<file path="src/hdl/hscd_pkg.sv">
// Shared types and constants for the header-sync checksum deframer.
// Used by hscd_acc, hscd_pbuf and header_sync_checksum_deframer.
package hscd_pkg;

  localparam int HEADER_BYTES  = 4;
  localparam int PACKET_BYTES  = 18;
  localparam int PAYLOAD_BYTES = 12;

  localparam int HDR_W   = 8 * HEADER_BYTES;
  localparam int IDX_W   = (PAYLOAD_BYTES > 1) ? $clog2(PAYLOAD_BYTES) : 1;
  localparam int PKT_W   = $clog2(PACKET_BYTES);
  localparam int POS_W   = (PKT_W > IDX_W) ? PKT_W : IDX_W;
  localparam int HCNT_W  = $clog2(HEADER_BYTES + 1);
  localparam int SUM_W   = 16;

  // Configuration register indexes.
  typedef enum logic {
    REG_HEADER_WORD     = 1'b0,
    REG_CSUM_HIGH_FIRST = 1'b1
  } cfg_reg_e;

  typedef enum logic [1:0] {
    ST_IDLE,
    ST_HSUM,
    ST_EMIT
  } state_e;

  // Control of the shared 16-bit accumulator.
  typedef struct packed {
    logic       clr;
    logic       add;
    logic [7:0] operand;
  } acc_ctrl_t;

  // Control of the payload buffers.
  typedef struct packed {
    logic             stage_we;
    logic [IDX_W-1:0] stage_idx;
    logic [7:0]       stage_data;
    logic [IDX_W-1:0] rd_idx;
    logic             use_new;
    logic             commit;
  } pbuf_ctrl_t;

endpackage

</file>
<file path="src/hdl/hscd_acc.sv">
// Shared wrapping 16-bit adder with its accumulator register.
// Depends on hscd_pkg for the control struct.
module hscd_acc (
  input  logic                clk_i,
  input  logic                rst_ni,
  input  hscd_pkg::acc_ctrl_t ctrl_i,
  output logic [15:0]         sum_o
);
  import hscd_pkg::*;

  logic [SUM_W-1:0] sum_q, sum_d;

  always_comb begin
    sum_d = sum_q;
    if (ctrl_i.clr) begin
      sum_d = '0;
    end else if (ctrl_i.add) begin
      sum_d = sum_q + {{(SUM_W-8){1'b0}}, ctrl_i.operand};
    end
  end

  always_ff @(posedge clk_i or negedge rst_ni) begin
    if (!rst_ni) begin
      sum_q <= '0;
    end else begin
      sum_q <= sum_d;
    end
  end

  assign sum_o = sum_q;

endmodule

</file>
<file path="src/hdl/hscd_pbuf.sv">
// Staged and last-good payload registers with the emit-side read port.
// Depends on hscd_pkg for sizes and the control struct.
module hscd_pbuf (
  input  logic                 clk_i,
  input  logic                 rst_ni,
  input  hscd_pkg::pbuf_ctrl_t ctrl_i,
  output logic [7:0]           rd_data_o
);
  import hscd_pkg::*;

  logic [7:0] staged_q [PAYLOAD_BYTES];
  logic [7:0] good_q   [PAYLOAD_BYTES];

  always_ff @(posedge clk_i) begin
    if (ctrl_i.stage_we) begin
      staged_q[ctrl_i.stage_idx] <= ctrl_i.stage_data;
    end
  end

  // A good packet is copied into the last-good store one entry per transfer.
  always_ff @(posedge clk_i or negedge rst_ni) begin
    if (!rst_ni) begin
      for (int i = 0; i < PAYLOAD_BYTES; i++) begin
        good_q[i] <= '0;
      end
    end else if (ctrl_i.commit) begin
      good_q[ctrl_i.rd_idx] <= staged_q[ctrl_i.rd_idx];
    end
  end

  assign rd_data_o = ctrl_i.use_new ? staged_q[ctrl_i.rd_idx] : good_q[ctrl_i.rd_idx];

endmodule

</file>
<file path="src/hdl/header_sync_checksum_deframer.sv">
// Header-synchronized packet deframer with a 16-bit additive checksum.
// Byte input channel (in_valid_i/in_ready_o, byte_in_i) and payload output channel
// (out_valid_o/out_ready_i and four fields). Configuration is a plain write port:
// index 0 is the expected header word, index 1 selects checksum byte order.
// While hunting, every byte is compared with the header using the three bytes
// before it. On a match the block stops taking bytes while the shared adder
// sums the header bytes; other bytes are taken without a stall.
// Body bytes go through the same adder into the running sum and are staged.
// On the last checksum byte, the block emits PAYLOAD_BYTES (12) results, one per
// cycle at best, from the new payload if the checksum matched, otherwise from the
// last good one. No byte is taken while the run is emitted; if the receiver
// stalls, the current result holds until its transfer. The input is free again
// in the cycle after the run's final transfer.
// Reset clears the header window, the packet state, the running sum and the
// last-good payload; header word resets to zero and high-first order to one.
module header_sync_checksum_deframer (
  input  logic        clk_i,
  input  logic        rst_ni,
  input  logic        cfg_we_i,
  input  logic        cfg_idx_i,
  input  logic [31:0] cfg_data_i,
  input  logic        in_valid_i,
  output logic        in_ready_o,
  input  logic [7:0]  byte_in_i,
  output logic        out_valid_o,
  input  logic        out_ready_i,
  output logic [7:0]  payload_byte_o,
  output logic [3:0]  byte_index_o,
  output logic        packet_ok_o,
  output logic        last_of_run_o
);
  import hscd_pkg::*;

  state_e state_q, state_d;

  logic [31:0]       header_word_q;
  logic              csum_high_first_q;
  logic [23:0]       window_q, window_d;
  logic              in_packet_q, in_packet_d;
  logic [POS_W-1:0]  pos_q, pos_d;
  logic [7:0]        first_q, first_d;
  logic              ok_q, ok_d;
  logic [IDX_W-1:0]  emit_idx_q, emit_idx_d;
  logic [HDR_W-1:0]  hdr_q, hdr_d;
  logic [HCNT_W-1:0] hcnt_q, hcnt_d;

  logic [31:0]      recent;
  logic [POS_W-1:0] stage_off;
  logic [15:0]      chk;
  logic [15:0]      run_sum;
  logic [7:0]       rd_data;
  logic             in_xfer, out_xfer, emit_last;
  acc_ctrl_t        acc_ctrl;
  pbuf_ctrl_t       pbuf_ctrl;

  hscd_acc u_acc (
    .clk_i  (clk_i),
    .rst_ni (rst_ni),
    .ctrl_i (acc_ctrl),
    .sum_o  (run_sum)
  );

  hscd_pbuf u_pbuf (
    .clk_i     (clk_i),
    .rst_ni    (rst_ni),
    .ctrl_i    (pbuf_ctrl),
    .rd_data_o (rd_data)
  );

  // Configuration writes.
  always_ff @(posedge clk_i or negedge rst_ni) begin
    if (!rst_ni) begin
      header_word_q     <= '0;
      csum_high_first_q <= 1'b1;
    end else if (cfg_we_i) begin
      unique case (cfg_reg_e'(cfg_idx_i))
        REG_HEADER_WORD:     header_word_q     <= cfg_data_i;
        REG_CSUM_HIGH_FIRST: csum_high_first_q <= cfg_data_i[0];
      endcase
    end
  end

  assign in_ready_o = (state_q == ST_IDLE);
  assign in_xfer    = in_valid_i && in_ready_o;
  assign out_valid_o = (state_q == ST_EMIT);
  assign out_xfer   = out_valid_o && out_ready_i;
  assign emit_last  = (emit_idx_q == IDX_W'(PAYLOAD_BYTES - 1));

  assign recent    = {window_q, byte_in_i};
  assign stage_off = pos_q - POS_W'(HEADER_BYTES);
  assign chk       = csum_high_first_q ? {first_q, byte_in_i} : {byte_in_i, first_q};

  always_comb begin
    state_d    = state_q;
    window_d   = window_q;
    in_packet_d = in_packet_q;
    pos_d      = pos_q;
    first_d    = first_q;
    ok_d       = ok_q;
    emit_idx_d = emit_idx_q;
    hdr_d      = hdr_q;
    hcnt_d     = hcnt_q;

    acc_ctrl           = '0;
    pbuf_ctrl          = '0;
    pbuf_ctrl.stage_idx  = stage_off[IDX_W-1:0];
    pbuf_ctrl.stage_data = byte_in_i;
    pbuf_ctrl.rd_idx     = emit_idx_q;
    pbuf_ctrl.use_new    = ok_q;

    unique case (state_q)
      ST_IDLE: begin
        if (in_xfer) begin
          window_d = recent[23:0];
          if (!in_packet_q) begin
            if (recent[HDR_W-1:0] == header_word_q[31 -: HDR_W]) begin
              acc_ctrl.clr = 1'b1;
              hdr_d        = recent[HDR_W-1:0];
              hcnt_d       = '0;
              in_packet_d  = 1'b1;
              pos_d        = POS_W'(HEADER_BYTES);
              state_d      = ST_HSUM;
            end
          end else if (pos_q < POS_W'(PACKET_BYTES - 2)) begin
            acc_ctrl.add     = 1'b1;
            acc_ctrl.operand = byte_in_i;
            pbuf_ctrl.stage_we = (pos_q >= POS_W'(HEADER_BYTES)) &&
                                 (stage_off < POS_W'(PAYLOAD_BYTES));
            pos_d = pos_q + 1'b1;
          end else if (pos_q == POS_W'(PACKET_BYTES - 2)) begin
            first_d = byte_in_i;
            pos_d   = pos_q + 1'b1;
          end else begin
            ok_d        = (chk == run_sum);
            emit_idx_d  = '0;
            in_packet_d = 1'b0;
            pos_d       = '0;
            state_d     = ST_EMIT;
          end
        end
      end
      ST_HSUM: begin
        // The header bytes go through the shared adder one per cycle.
        acc_ctrl.add     = 1'b1;
        acc_ctrl.operand = hdr_q[7:0];
        hdr_d            = hdr_q >> 8;
        hcnt_d           = hcnt_q + 1'b1;
        if (hcnt_q == HCNT_W'(HEADER_BYTES - 1)) begin
          state_d = ST_IDLE;
        end
      end
      ST_EMIT: begin
        pbuf_ctrl.commit = out_xfer && ok_q;
        if (out_xfer) begin
          emit_idx_d = emit_idx_q + 1'b1;
          if (emit_last) begin
            state_d = ST_IDLE;
          end
        end
      end
      default: state_d = ST_IDLE;
    endcase
  end

  always_ff @(posedge clk_i or negedge rst_ni) begin
    if (!rst_ni) begin
      state_q     <= ST_IDLE;
      window_q    <= '0;
      in_packet_q <= 1'b0;
      pos_q       <= '0;
      first_q     <= '0;
      ok_q        <= 1'b0;
      emit_idx_q  <= '0;
      hcnt_q      <= '0;
    end else begin
      state_q     <= state_d;
      window_q    <= window_d;
      in_packet_q <= in_packet_d;
      pos_q       <= pos_d;
      first_q     <= first_d;
      ok_q        <= ok_d;
      emit_idx_q  <= emit_idx_d;
      hcnt_q      <= hcnt_d;
    end
  end

  always_ff @(posedge clk_i) begin
    hdr_q <= hdr_d;
  end

  assign payload_byte_o = rd_data;
  assign byte_index_o   = 4'(emit_idx_q);
  assign packet_ok_o    = ok_q;
  assign last_of_run_o  = emit_last;

  a_no_input_during_run: assert property (@(posedge clk_i) disable iff (!rst_ni)
    !(in_ready_o && out_valid_o))
    else $error("input taken while a payload run is pending");

  a_last_index: assert property (@(posedge clk_i) disable iff (!rst_ni)
    (out_valid_o && last_of_run_o) |-> (byte_index_o == 4'(PAYLOAD_BYTES - 1)))
    else $error("last flag on a wrong payload position");

  a_ready_after_run: assert property (@(posedge clk_i) disable iff (!rst_ni)
    (out_valid_o && out_ready_i && last_of_run_o) |=> (in_ready_o && !in_packet_q))
    else $error("block not hunting after the payload run");

  a_pos_range: assert property (@(posedge clk_i) disable iff (!rst_ni)
    pos_q < POS_W'(PACKET_BYTES))
    else $error("packet position out of range");

endmodule
</file>
<file path="config.mk">
export PLATFORM = sky130hd
export DESIGN_NAME = header_sync_checksum_deframer
export DESIGN_NICKNAME = d
export VERILOG_FILES = /design/src/hdl/hscd_pkg.sv /design/src/hdl/hscd_acc.sv /design/src/hdl/hscd_pbuf.sv /design/src/hdl/header_sync_checksum_deframer.sv
export SDC_FILE = /design/constraint.sdc
export NUM_CORES = 1
export LEC_CHECK = 0
export BUFFER_PORTS_ARGS = -buffer_cell sky130_fd_sc_hd__buf_2
export CAP_MARGIN = 30
export CELL_PAD_IN_SITES_DETAIL_PLACEMENT = 1
export CELL_PAD_IN_SITES_GLOBAL_PLACEMENT = 1
export CORE_ASPECT_RATIO = 1.75
export CORE_MARGIN = 10
export CORE_UTILIZATION = 51
export DETAILED_ROUTE_END_ITERATION = 16
export PLACE_DENSITY = 0.77
export SLEW_MARGIN = 20
export SYNTH_ARGS = -nofsm -noshare
export SYNTH_HDL_FRONTEND = slang
export SYNTH_HIERARCHICAL = 1
export SYNTH_SLANG_ARGS = --single-unit
</file>
<file path="constraint.sdc">
create_clock -name clk_i -period 3.41 [get_ports clk_i]
set_clock_uncertainty 0.1 [all_clocks]
set_input_delay 0.341 -clock clk_i [delete_from_list [all_inputs] [get_ports clk_i]]
set_output_delay 0.341 -clock clk_i [all_outputs]
set_load 0.01 [all_outputs]
</file>
* Word-level counts from Yosys, hierarchy flattened
Memories as Yosys holds them, arrays and structs flattened.
Index checks and enable logic that the tools add are counted.
** Storage, ports and cells
- Flip-flop bits (word level) :: 225
- Bits in latches :: 0
- RAM bits :: 96
- Bits in read-only memories :: 0
- Output and inout bits :: 16
- Logic and storage cells :: 131
- Memories kept :: 1
** Cells by class
- $add $sub $neg :: 5
- Multiply operators :: 0
- Div/mod/pow operators :: 0
- $lt $le $gt $ge :: 5
- Equal/unequal tests :: 19
- Shifts and indexed selects :: 0
- Muxes and demuxes :: 54
- Bitwise gates (word level) :: 4
- Reductions and logical operators :: 19
** Memories
- u_pbuf.staged_q :: words 12, bits a word 8, read ports 1, clocked after memory_dff 0, write ports 1, line hscd_pbuf.sv:11 : logic [7:0] staged_q [PAYLOAD_BYTES];
** Operators by type and width (number)
- $bwmux W96 :: 1
- $mux W32 :: 3
- $pmux W32 S2 :: 1
- $mux W16 :: 3
- $bmux W8 S4 :: 1
- $demux W8 S4 :: 1
- $eq A32 B32 Y1 :: 1
- $mux W8 :: 4
- $mux W4 :: 5
- $mux W5 :: 4
- $mux W9 :: 2
- $pmux W9 S2 :: 1
- $add A16 B8 Y16 :: 1
- $eq A16 B16 Y1 :: 1
- $mux W2 :: 8
- $mux W1 :: 13
- $mux W10 :: 1
- $ne A2 B1 Y1 const B :: 5
- $reduce_and A5 Y1 :: 2
- $mux W3 :: 3
- $ne A2 B2 Y1 const B :: 4
- $pmux W4 S2 :: 1
- $reduce_bool A2 Y1 :: 4
- $reduce_and A7 Y1 :: 1
- 26 further kinds :: 35

* Depth between registers and ports, before layout
Gate-level depths: netlist (run 1).
- Depth in word-level cells :: 9
- Mapped depth :: 13

* By module
The synthesis (run 1) kept the hierarchy.
** By module, submodules not included
- hscd_pbuf :: times used 1, cells an instance 544, area an instance 8294.2 um^2, seq. area each 5285.1 um^2
- header_sync_checksum_deframer :: times used 1, cells an instance 562, area an instance 5795.6 um^2, seq. area each 2989.1 um^2
- hscd_acc :: times used 1, cells an instance 131, area an instance 1181.1 um^2, seq. area each 400.4 um^2

* Worst setup path before layout (run 1)
OpenSTA, ideal clock, no wires.
- Path type :: register to register
- From :: reg state_q[0]
- To :: reg u_acc.sum_q[10], in the netlist u_acc/sum_o[10]
- Arrival :: 2813 ps
- Path slack :: 369 ps
- Cell stages (with the launch flop) :: 14
- Period minus slack after synthesis :: 3041 ps
- Cell sequence :: dfrtp_1 -> clkbuf_1 -> nor2b_1 -> buf_2 -> buf_1 -> a22o_1 -> ha_1 -> inv_1 -> fa_1 -> nor2b_1 -> o31a_1 -> o211a_4 -> nand3_2 -> mux2_1
** RTL lines
- from (decl) :: line header_sync_checksum_deframer.sv:34 : state_e state_q, state_d;
- from (signal assigned) :: line header_sync_checksum_deframer.sv:176 : state_q <= state_d;
- to (signal assigned) :: line hscd_acc.sv:26 : sum_q <= sum_d;
- to (decl) :: line hscd_acc.sv:11 : logic [SUM_W-1:0] sum_q, sum_d;

* Worst setup path in the final report (run 1)
- From :: reg emit_idx_q[2], in the netlist byte_index_o[2]
- To :: out payload_byte_o[3]
** Between the ends
- Longest elaborated chain between the ends :: 5
** Ends and longest elaborated chain
- from (decl) :: line header_sync_checksum_deframer.sv:43 : logic [IDX_W-1:0] emit_idx_q, emit_idx_d;
- from (signal assigned) :: line header_sync_checksum_deframer.sv:182 : emit_idx_q <= emit_idx_d;
- $not A4 Y5 (not written as such) :: line hscd_pbuf.sv:31 : assign rd_data_o = ctrl_i.use_new ? staged_q[ctrl_i.rd_idx] : good_q[ctrl_i.rd_idx];
- $bmux W8 S4 :: line hscd_pbuf.sv:31
- $mux W8 (not written as such) (2 in a row) :: line hscd_pbuf.sv:31
- $mux W8 * :: line hscd_pbuf.sv:31
- to (decl) :: line header_sync_checksum_deframer.sv:27 : output logic [7:0] payload_byte_o,
Mark *: on every way between the ends. The rest lies on a longest branch, timed or not. The select of a mux whose other input is x is not followed.

==> impl_metrics.yaml, run 1 <==
placed_design:
  pre_cts_ws_ns: 0.296
  dpl_cell_area_sq_um: 16200
  routabilityCongestion: 0.893
  io_buffers: 61
  hpwl_microns: 30400
cts:
  cts_buffers: 31
  path_clk_slew_ns: 0.07
  cts_root_buffer: "clkbuf_16"
  cts_tree: "built"
  cts.sinks: 321
  cts.path.max_buffers: 3
  htreeDepth: 1
  clk_latency_ns: 0.57
sta:
  setup_viol: 0
  slew_violations: 0
  worstMarginPinSlew_ns: 0.896
  timing.setup.tns_ns: 0
  timing.fmax_mhz: 306
  rsz0062_at_grt: "false"
  max_slew_margin: 0.400
  final_hold_viol_count: 0
  layout_setup_ws_ns: 0.139
  min_period_over_period: 0.959
  hold_slack_ns: 0.0321
  fin_crit_ns: 3.27
floorplan:
  die-area_sq_um: 37500
  chipHeight_microns: 249
  coreArea_sq_um: 29500
  rows: 83
  initial_core_util: 0.518
  pin_count: 62
  dieWidth_microns: 151
hold_path:
  min_from: "cfg_idx_i"
  holdPathStages: 3
  hold_end: "csum_high_first_q"
  min_path_type: "input port to register"
synth:
  yosysWarningCount: 6
  synth_edf_count: 128
  synthesis.nets: 1301
  synthFlopType: "dfrtp_1"
  ys_types: 80
  ys_seq_area_frac: 0.568
  syn_area_sq_um: 15300
  async_reset_ff_frac: 0.601
  syn_area_per_cell_sq_um: 12.3
  synth-seq-cells: 321
  syn_inst: 1237
pwr:
  p_per_area_nw_per_um2: 462
  vdd_drop_max_uv: 415
  leakage_uw: 0.00723
layout:
  nets: 1417
  seq_area_sq_um: 8680
  multi_input_area_sq_um: 6150
  synthToLayoutAreaGrowth_pct: 14.9
  fin_util: 0.595
  nFillCells: 2997
  design_area_sq_um: 17500
  drive_gt1_frac: 0.250
  antenna_cells: 0
grt:
  grt_pass1_wl_microns: 68600
  antenna_found_initial: 0
  grt_use_total: 0.235
  grt_pass1_vias: 11873
  grt_start_max_net_pins: 70
  grt_overflow: 0
setup_path:
  slowest_stage: "dfrtp_2"
  r2r-start: "pos_q[2]"
  r2r_slack_ns: 0.31
  cp.buffers_inverters: 2
  crit_fanout: 25
  critPathKind: "register to primary output"
  endpoint_kind: "primary output"
  reg2reg_to: "u_pbuf/staged_q[10][2]"
  critical_path.cell_chain: "buf_12, mux2_2, o22ai_1, nor3_1, o31a_1, buf_2"
  crit_family: "flip-flops"
  worst_ep_arrival_time_ns: 2.83
  slowest_delay_ns: 0.67
  rr_worst_depth: 6
  required_ns: 2.97
  startpoint_type: "register"
route:
  ant_nets: 0
  drc: 0
  vias: 10611
  firstDrtPassIters: 5
  avgRoutedWirePerCell_microns: 25.0
  wirelength_microns: 43900
  viasPerCell: 6.03
  drtIter0Drc: 516
run:
  cap_violations: 0
run_status:
  outcome: "finished clean"
flip-flops by register name, indices dropped and copies added (netlist names):
signal	flops
hcnt_q	3
u_acc/sum_o	16
state_q	2
window_q	24
first_q	8
in_packet_q	1
u_pbuf/good_q	96
byte_index_o	4
csum_high_first_q	1
header_word_q	32
u_pbuf/staged_q	96
packet_ok_o	1
pos_q	5
hdr_q	32
worst max-delay path by stage:
stage,startpoint,endpoint,slack [ns],cells after the start
after floorplan,state_q[0],u_acc/sum_o[10],0.37,13
after global placement,state_q[1],u_acc/sum_o[12],0.38,13
after detailed placement,state_q[1],u_acc/sum_o[12],0.30,13
after CTS,byte_index_o[1],payload_byte_o[1],0.09,6
after global routing,byte_index_o[0],payload_byte_o[3],0.03,5
final,byte_index_o[2],payload_byte_o[3],0.14,6
placed cells by master (no fill, tap or decap), drive strengths merged, types with 3 or more instances in the layout:
master         n
nand2        193
dfrtp        192
edfxtp       128
buf          120
nor2          94
mux2          92
a21oi         67
clkbuf        41
mux4          40
xnor2         38
o21ai         38
dlygate4sd3   35
nor3          26
nor2b         25
o211ai        17
ha            17
inv           15
nand3         15
and2          14
nand4         14
mux2i         14
nor4bb        13
o31a          11
clkinv        11
nand2b        10
a22o          10
nand3b         8
o22ai          8
o311ai         5
or3            5
and3           4
a211oi         4
a21o           4
nor4           4
and4           3
a2bb2oi        3
clkinvlp       3
bufinv         3
o21a           3
power by group:
group | leakage, uW | internal, uW | switching (uW)
combinational | 0.00308 | 210 | 236
sequential | 0.00366 | 4110 | 103
clock | 0.000491 | 1940 | 1490
stage by stage:
step	total power (uW)	std cells
floorplan	4500	1237
global placement	4680	1664
detailed placement	4700	1666
CTS	8160	1758
global route	8380	1759
finish	8100	1759
layout make-up:
| cell class | count | share of cell area |
|---|---|---|
| Clock buffer | 40 | 0.0473 |
| Timing Repair Buffer | 156 | 0.0668 |
| Multi-Input combinational cell | 828 | 0.351 |
| Tap cell | 382 | 0.0272 |
| Clock inverter | 17 | 0.00977 |
| Inverter | 15 | 0.00321 |
| Sequential cell | 321 | 0.495 |
synthesized netlist by cell type, types with 9 or more instances:
cell type  instances  area (sq um)
o21ai_0           29           145
a22o_1            10          87.6
xnor2_1           36           315
clkbuf_1          26          97.6
inv_1             15          56.3
nor3_1            22           110
nor2b_1           25           156
edfxtp_1         128          3840
mux2_2            88           991
nand3_1           13          65.1
o31a_1            10          87.6
buf_4             13          97.6
dfrtp_1          192          4800
o211ai_1          17           128
nand4_1           13          81.3
ha_1              17           213
mux4_2            40           901
buf_2             20           100
and2_1            14          87.6
nor4bb_1          13           130
nand2b_1          10          62.6
nand2_1          192           721
a21oi_1           67           335
o21ai_1            9          45.0
nor2_1            89           334
cell families (layout without fill, tap and decap cells):
family	Yosys count	after routing	share of synthesized area
XOR/XNOR	39	39	0.0234
buffers and inverters	88	228	0.0299
adder cells (fa/ha/maj)	18	18	0.0152
AO/OA/AOI/OAI	191	191	0.0809
flip-flops	321	321	0.568
AND/OR/NAND/NOR	434	434	0.140
multiplexers	146	146	0.143
metal layers:
metal  vias to the layer above  share of wire  global-route usage
met1                      5471           0.34               0.241
met2                       293           0.55               0.430
met4                         0          0.070               0.149
met3                       131          0.040              0.0336
met5                         -              0                   0
li1                       4716              -                   -
tightest hold or removal path: stages:
cell and delay (ns):
buf_2 0.12, nand2_1 0.07, mux2_2 0.14
what timing repair did:
item / in CTS / in global routing
hold buffers: 35 / 0
cloned: 0 / 0
hold endpoints to repair: 93 / 0
resized for setup: 2 / 1
buffers inserted: 0 / 1
endpoints found under the setup margin: 8 / 6
Power figures use the tool's default switching activity.
==> run 2: changes to the inputs <==
--- a/config.mk
+++ b/config.mk
@@ -15,4 +15,5 @@
 export DETAILED_ROUTE_END_ITERATION = 16
 export PLACE_DENSITY = 0.77
+export RECOVER_POWER = 100
 export SLEW_MARGIN = 20
 export SYNTH_ARGS = -nofsm -noshare
--- a/constraint.sdc
+++ b/constraint.sdc
@@ -3,3 +3,3 @@
 set_input_delay 0.341 -clock clk_i [delete_from_list [all_inputs] [get_ports clk_i]]
 set_output_delay 0.341 -clock clk_i [all_outputs]
-set_load 0.01 [all_outputs]
+set_load 0.02 [all_outputs]
==> impl_metrics.yaml, run 2 (synthesized netlist as in run 1, its figures left out) <==
floorplan:
  initial_core_util: 0.518
  chipHeight_microns: 249
  pin_count: 62
  coreArea_sq_um: 29500
  rows: 83
  die-area_sq_um: 37500
  dieWidth_microns: 151
pwr:
  power.net_switching_uw: 1850
  p_total_uw: 8320
  clockPowerShare: 0.439
  combPwrFrac: 0.053
  p_int_uw: 6470
  pwr-share-seq: 0.507
  vdd_drop_max_uv: 516
  p_per_area_nw_per_um2: 481
  p_sw_frac: 0.222
  leakage_uw: 0.00703
sta:
  fin_crit_ns: 3.28
  min_period_over_period: 0.961
  hold_slack_ns: 0.0185
  worstMarginPinSlew_ns: 1.74
  final_hold_viol_count: 0
  timing.setup.tns_ns: 0
  setup_viol: 0
  max_slew_margin: -0.163
  slew_violations: 68
  timing.fmax_mhz: 305
  rsz0062_at_grt: "false"
run_status:
  outcome: "complete, but fails checks"
  violations: "max-capacitance violations, max-slew violations"
route:
  drc: 0
  avgRoutedWirePerCell_microns: 24.8
  wirelength_microns: 43400
  drtIter0Drc: 530
  vias: 10497
  viasPerCell: 5.99
  ant_nets: 0
  firstDrtPassIters: 5
setup_path:
  crit_fanout: 22
  critical_path.cell_chain: "buf_12, or2_1, o22ai_1, nor3_1, o31a_1, clkbuf_2"
  critPathKind: "register to primary output"
  slowest_delay_ns: 0.61
  endpoint_kind: "primary output"
  slowest_stage: "dfrtp_4"
  r2r-start: "window_q[2]"
  crit_start: "byte_index_o[1]"
  required_ns: 2.97
  worst_ep_arrival_time_ns: 2.84
  startpoint_type: "register"
grt:
  grt_overflow: 0
  antenna_found_initial: 0
  grt_use_total: 0.234
  grt_pass1_vias: 11786
  grt_start_max_net_pins: 95
  grt_pass1_wl_microns: 68200
layout:
  antenna_cells: 0
  synthToLayoutAreaGrowth_pct: 13.3
  reg_top3: "u_pbuf/good_q x96, u_pbuf/staged_q x96"
  multi_input_area_sq_um: 6030
  seq_area_sq_um: 8680
  nets: 1409
  nFillCells: 3021
  fin_util: 0.587
  most-common-layout-cells: "nand2_1, dfrtp_1, edfxtp_1"
  design_area_sq_um: 17300
  final_common_cell: "nand2_1"
  drive_gt1_frac: 0.205
cts:
  cts.path.max_buffers: 3
  cts_root_buffer: "clkbuf_16"
  cts.sinks: 321
  clk_latency_ns: 0.57
  htreeDepth: 1
  cts_tree: "built"
  cts_buffers: 30
  path_clk_slew_ns: 0.06
placed_design:
  io_buffers: 61
  hpwl_microns: 30000
  dpl_cell_area_sq_um: 16100
  routabilityCongestion: 0.887
hold_path:
  min_path_type: "input port to register"
  min_from: "out_ready_i"
run:
  cap_violations: 2
## run 2: worst paths after layout
path                                     end  slack (ns)  depth (start not counted)
max in group asynchronous  u_pbuf/good_q[83]        0.90                          3
hold reg to reg            u_pbuf/good_q[89]        0.38                          2
hold / removal               byte_index_o[1]        0.02                          3
setup / recovery           payload_byte_o[2]        0.13                          6
min in group asynchronous  header_word_q[29]        0.32                          2
setup reg to reg                   hdr_q[24]        0.25                          6
## run 2: critical path: cells and delay by family (launching register included)
kind                   cells  cell delay (ns)
AOI/OAI and AO/OA          2             0.78
DFF                        1             0.61
and+or+nand+nor            2             0.47
buffers and inverters      2             0.39
## run 2: cell type report
class	count	area share
inverter	15	0.00325
sequential	321	0.502
timing repair buffer	149	0.0549
tap	382	0.0276
clock inverter	13	0.0111
multi-input combinational	828	0.349
clock buffer	43	0.0523
## run 2: metal layers
metal	vias up	part of all wire	GRT usage
met2	250	0.55	0.430
li1	4700	-	-
met5	-	0	0
met4	0	0.062	0.133
met1	5443	0.35	0.245
met3	104	0.035	0.0283
## run 2: repair_timing
item	in CTS	in global routing
hold buffers	33	0
resized for setup	0	3
endpoints found under the setup margin	0	10
endpoints found under the hold margin	123	0
setup buffers	0	0
## run 2: power by group through the flow
stage               clock, uW  sequential, uW  combinational (uW)
floorplan                   0            4250                 251
global placement            0            4290                 403
detailed placement          0            4290                 423
CTS                      3720            4220                 455
global route             3880            4230                 490
finish                   3650            4220                 444
## run 2: per-stage QoR
stage	instances	setup slack, ns
detailed placement	1662	0.307
global route	1751	0.0384
finish	1751	0.133
CTS	1751	0.00651
floorplan	1237	0.369
global placement	1661	0.355
==> run 3: changes to the inputs <==
Settings changed: CORE_ASPECT_RATIO 1.75 to 0.75, CORE_UTILIZATION 51 to 54, CTS_BUF_LIST set to sky130_fd_sc_hd__clkbuf_4 sky130_fd_sc_hd__clkbuf_8, PLACE_DENSITY 0.77 to 0.81.
Clock period 3.41 ns to 4 ns, I/O delays scaled along.
==> impl_metrics.yaml, run 3 (synthesized netlist as in run 1, its figures left out) <==
sta:
  max_slew_margin: -0.748
  worstMarginPinSlew_ns: 2.62
  slew_violations: 225
  timing.setup.tns_ns: 0
  fin_crit_ns: 3.81
  min_period_over_period: 0.952
  rsz0062_at_grt: "false"
  final_hold_viol_count: 0
  timing.fmax_mhz: 263
  setup_viol: 0
placed_design:
  routabilityCongestion: 0.823
  io_buffers: 61
  hpwl_microns: 28300
  placed_cells: 1641
layout:
  most-common-layout-cells: "nand2_1, dfrtp_1, edfxtp_1"
  nets: 1409
  nFillCells: 2778
  reg_top3: "u_pbuf/good_q x96, u_pbuf/staged_q x96"
  final_common_cell: "nand2_1"
  drive_gt1_frac: 0.211
  synthToLayoutAreaGrowth_pct: 12.6
  multi_input_area_sq_um: 6040
  seq_area_sq_um: 8680
  stdcell_count: 1774
setup_path:
  worst_ep_arrival_time_ns: 3.31
  critPathKind: "register to primary output"
  required_ns: 3.50
  crit_start: "byte_index_o[2]"
  crit_path_end: "payload_byte_o[3]"
  startpoint_type: "register"
  slowest_delay_ns: 0.91
  cp.buffers_inverters: 2
  rr_worst_depth: 10
  endpoint_kind: "primary output"
  crit_cells: 6
  reg2reg_to: "u_acc/sum_o[15]"
  critical_path.cell_chain: "clkbuf_2, mux4_2, mux2i_2, o211ai_1, o31a_1, buf_2"
  r2r_slack_ns: 0.39
  slowest_stage: "dfrtp_2"
  crit_family: "flip-flops"
  crit_fanout: 31
  r2r-start: "state_q[1]"
floorplan:
  dieWidth_microns: 214
  chipHeight_microns: 166
  pin_count: 62
  initial_core_util: 0.547
  die-area_sq_um: 35500
  rows: 53
  coreArea_sq_um: 27900
route:
  ant_nets: 0
  wirelength_microns: 47900
  viasPerCell: 6.21
  vias: 11020
  drtIter0Drc: 1066
  avgRoutedWirePerCell_microns: 27.0
  firstDrtPassIters: 7
  drc: 0
cts:
  htreeDepth: 2
  clk_latency_ns: 0.61
  cts_tree: "built"
  cts_root_buffer: "clkbuf_8"
  cts_setup_buffers: 0
  cts.path.max_buffers: 3
  cts.sinks: 321
  path_clk_slew_ns: 0.06
  cts_buffers: 50
pwr:
  leakage_uw: 0.00705
  clockPowerShare: 0.433
  p_per_area_nw_per_um2: 411
  p_sw_frac: 0.245
  vdd_drop_max_uv: 412
  p_int_uw: 5340
  pwr-share-seq: 0.511
  power.net_switching_uw: 1730
  combPwrFrac: 0.056
grt:
  grt_overflow: 0
  grt_start_max_net_pins: 103
  grt_pass1_vias: 11862
  grt_use_total: 0.266
  antenna_found_initial: 4
  grt_pass1_wl_microns: 73500
run:
  cap_violations: 6
run_status:
  outcome: "complete, but fails checks"
  violations: "max-capacitance violations, max-slew violations"
hold_path:
  min_path_type: "input port to register"
  holdPathStages: 3
-- run 3: changes by cell type in the layout (fill, tap and decap cells not counted), sizes merged --
cell and change:
buf -8, bufinv -4, diode +3, clkbuf +33
inv +1, clkinv +2, clkinvlp -7
-- run 3: what timing repair did --
action,4_1_cts,5_1_grt
hold buffers,33,0
endpoints found under the hold margin,133,0
gates resized for setup,0,0
-- run 3: worst min-delay path by stage --
stage / from / end / slack, ns
detailed placement: u_pbuf/good_q[75] / u_pbuf/good_q[75] / 0.37
global route: cfg_we_i / csum_high_first_q / 0.04
global placement: u_pbuf/good_q[74] / u_pbuf/good_q[74] / 0.36
floorplan: rst_ni / byte_index_o[0] / 0.004
finish: cfg_we_i / csum_high_first_q / 0.05
CTS: out_ready_i / byte_index_o[1] / 0.007
-- run 3: worst register-to-register path, cell delays in order (launching register included) --
cell	delay, ns
dfrtp_1	0.46
nand2b_1	0.13
clkbuf_1	1.19
nand2_1	0.24
nor3_1	0.29
buf_4	0.32
o21a_1	0.21
and4_1	0.20
nand3_1	0.10
a21o_1	0.20
a21oi_1	0.11
-- run 3: power by group through the flow --
stage	Clock [uW]	Sequential [uW]	Combinational [uW]
after floorplan	0	3620	214
after global placement	0	3660	328
after detailed placement	0	3660	349
after CTS	3030	3600	382
after global routing	3260	3620	431
final	3060	3610	398
-- run 3: metal layers --
layer / vias to the layer above / track usage / share of wire
met1: 5742 / 0.350 / 0.41
li1: 4710 / - / -
met4: 0 / 0.0917 / 0.028
met3: 106 / 0.0528 / 0.067
met5: - / 0 / 0
met2: 462 / 0.432 / 0.49
-- run 3: metrics by stage --
stage               worst slack [ns]  hold slack, ns  utilization  instance area [sq um]  total power (uW)
finish                         0.193          0.0520        0.616                  17200              7080
global route                  0.0837          0.0410        0.616                  17200              7310
CTS                            0.254         0.00682        0.622                  17400              7010
detailed placement             0.520           0.367        0.571                  15900              4010
global placement               0.646           0.359        0.571                  15900              3990
floorplan                      0.959         0.00441            -                  15300              3840
-- run 3: final cells by class --
class	instances	area share
flip-flops and latches	321	0.504
repair buffers	129	0.0490
clock buffers	88	0.0617
well taps	385	0.0280
diodes	3	0.000437
clock inverters	5	0.00189
inverters	15	0.00327
multi-input cells	828	0.351
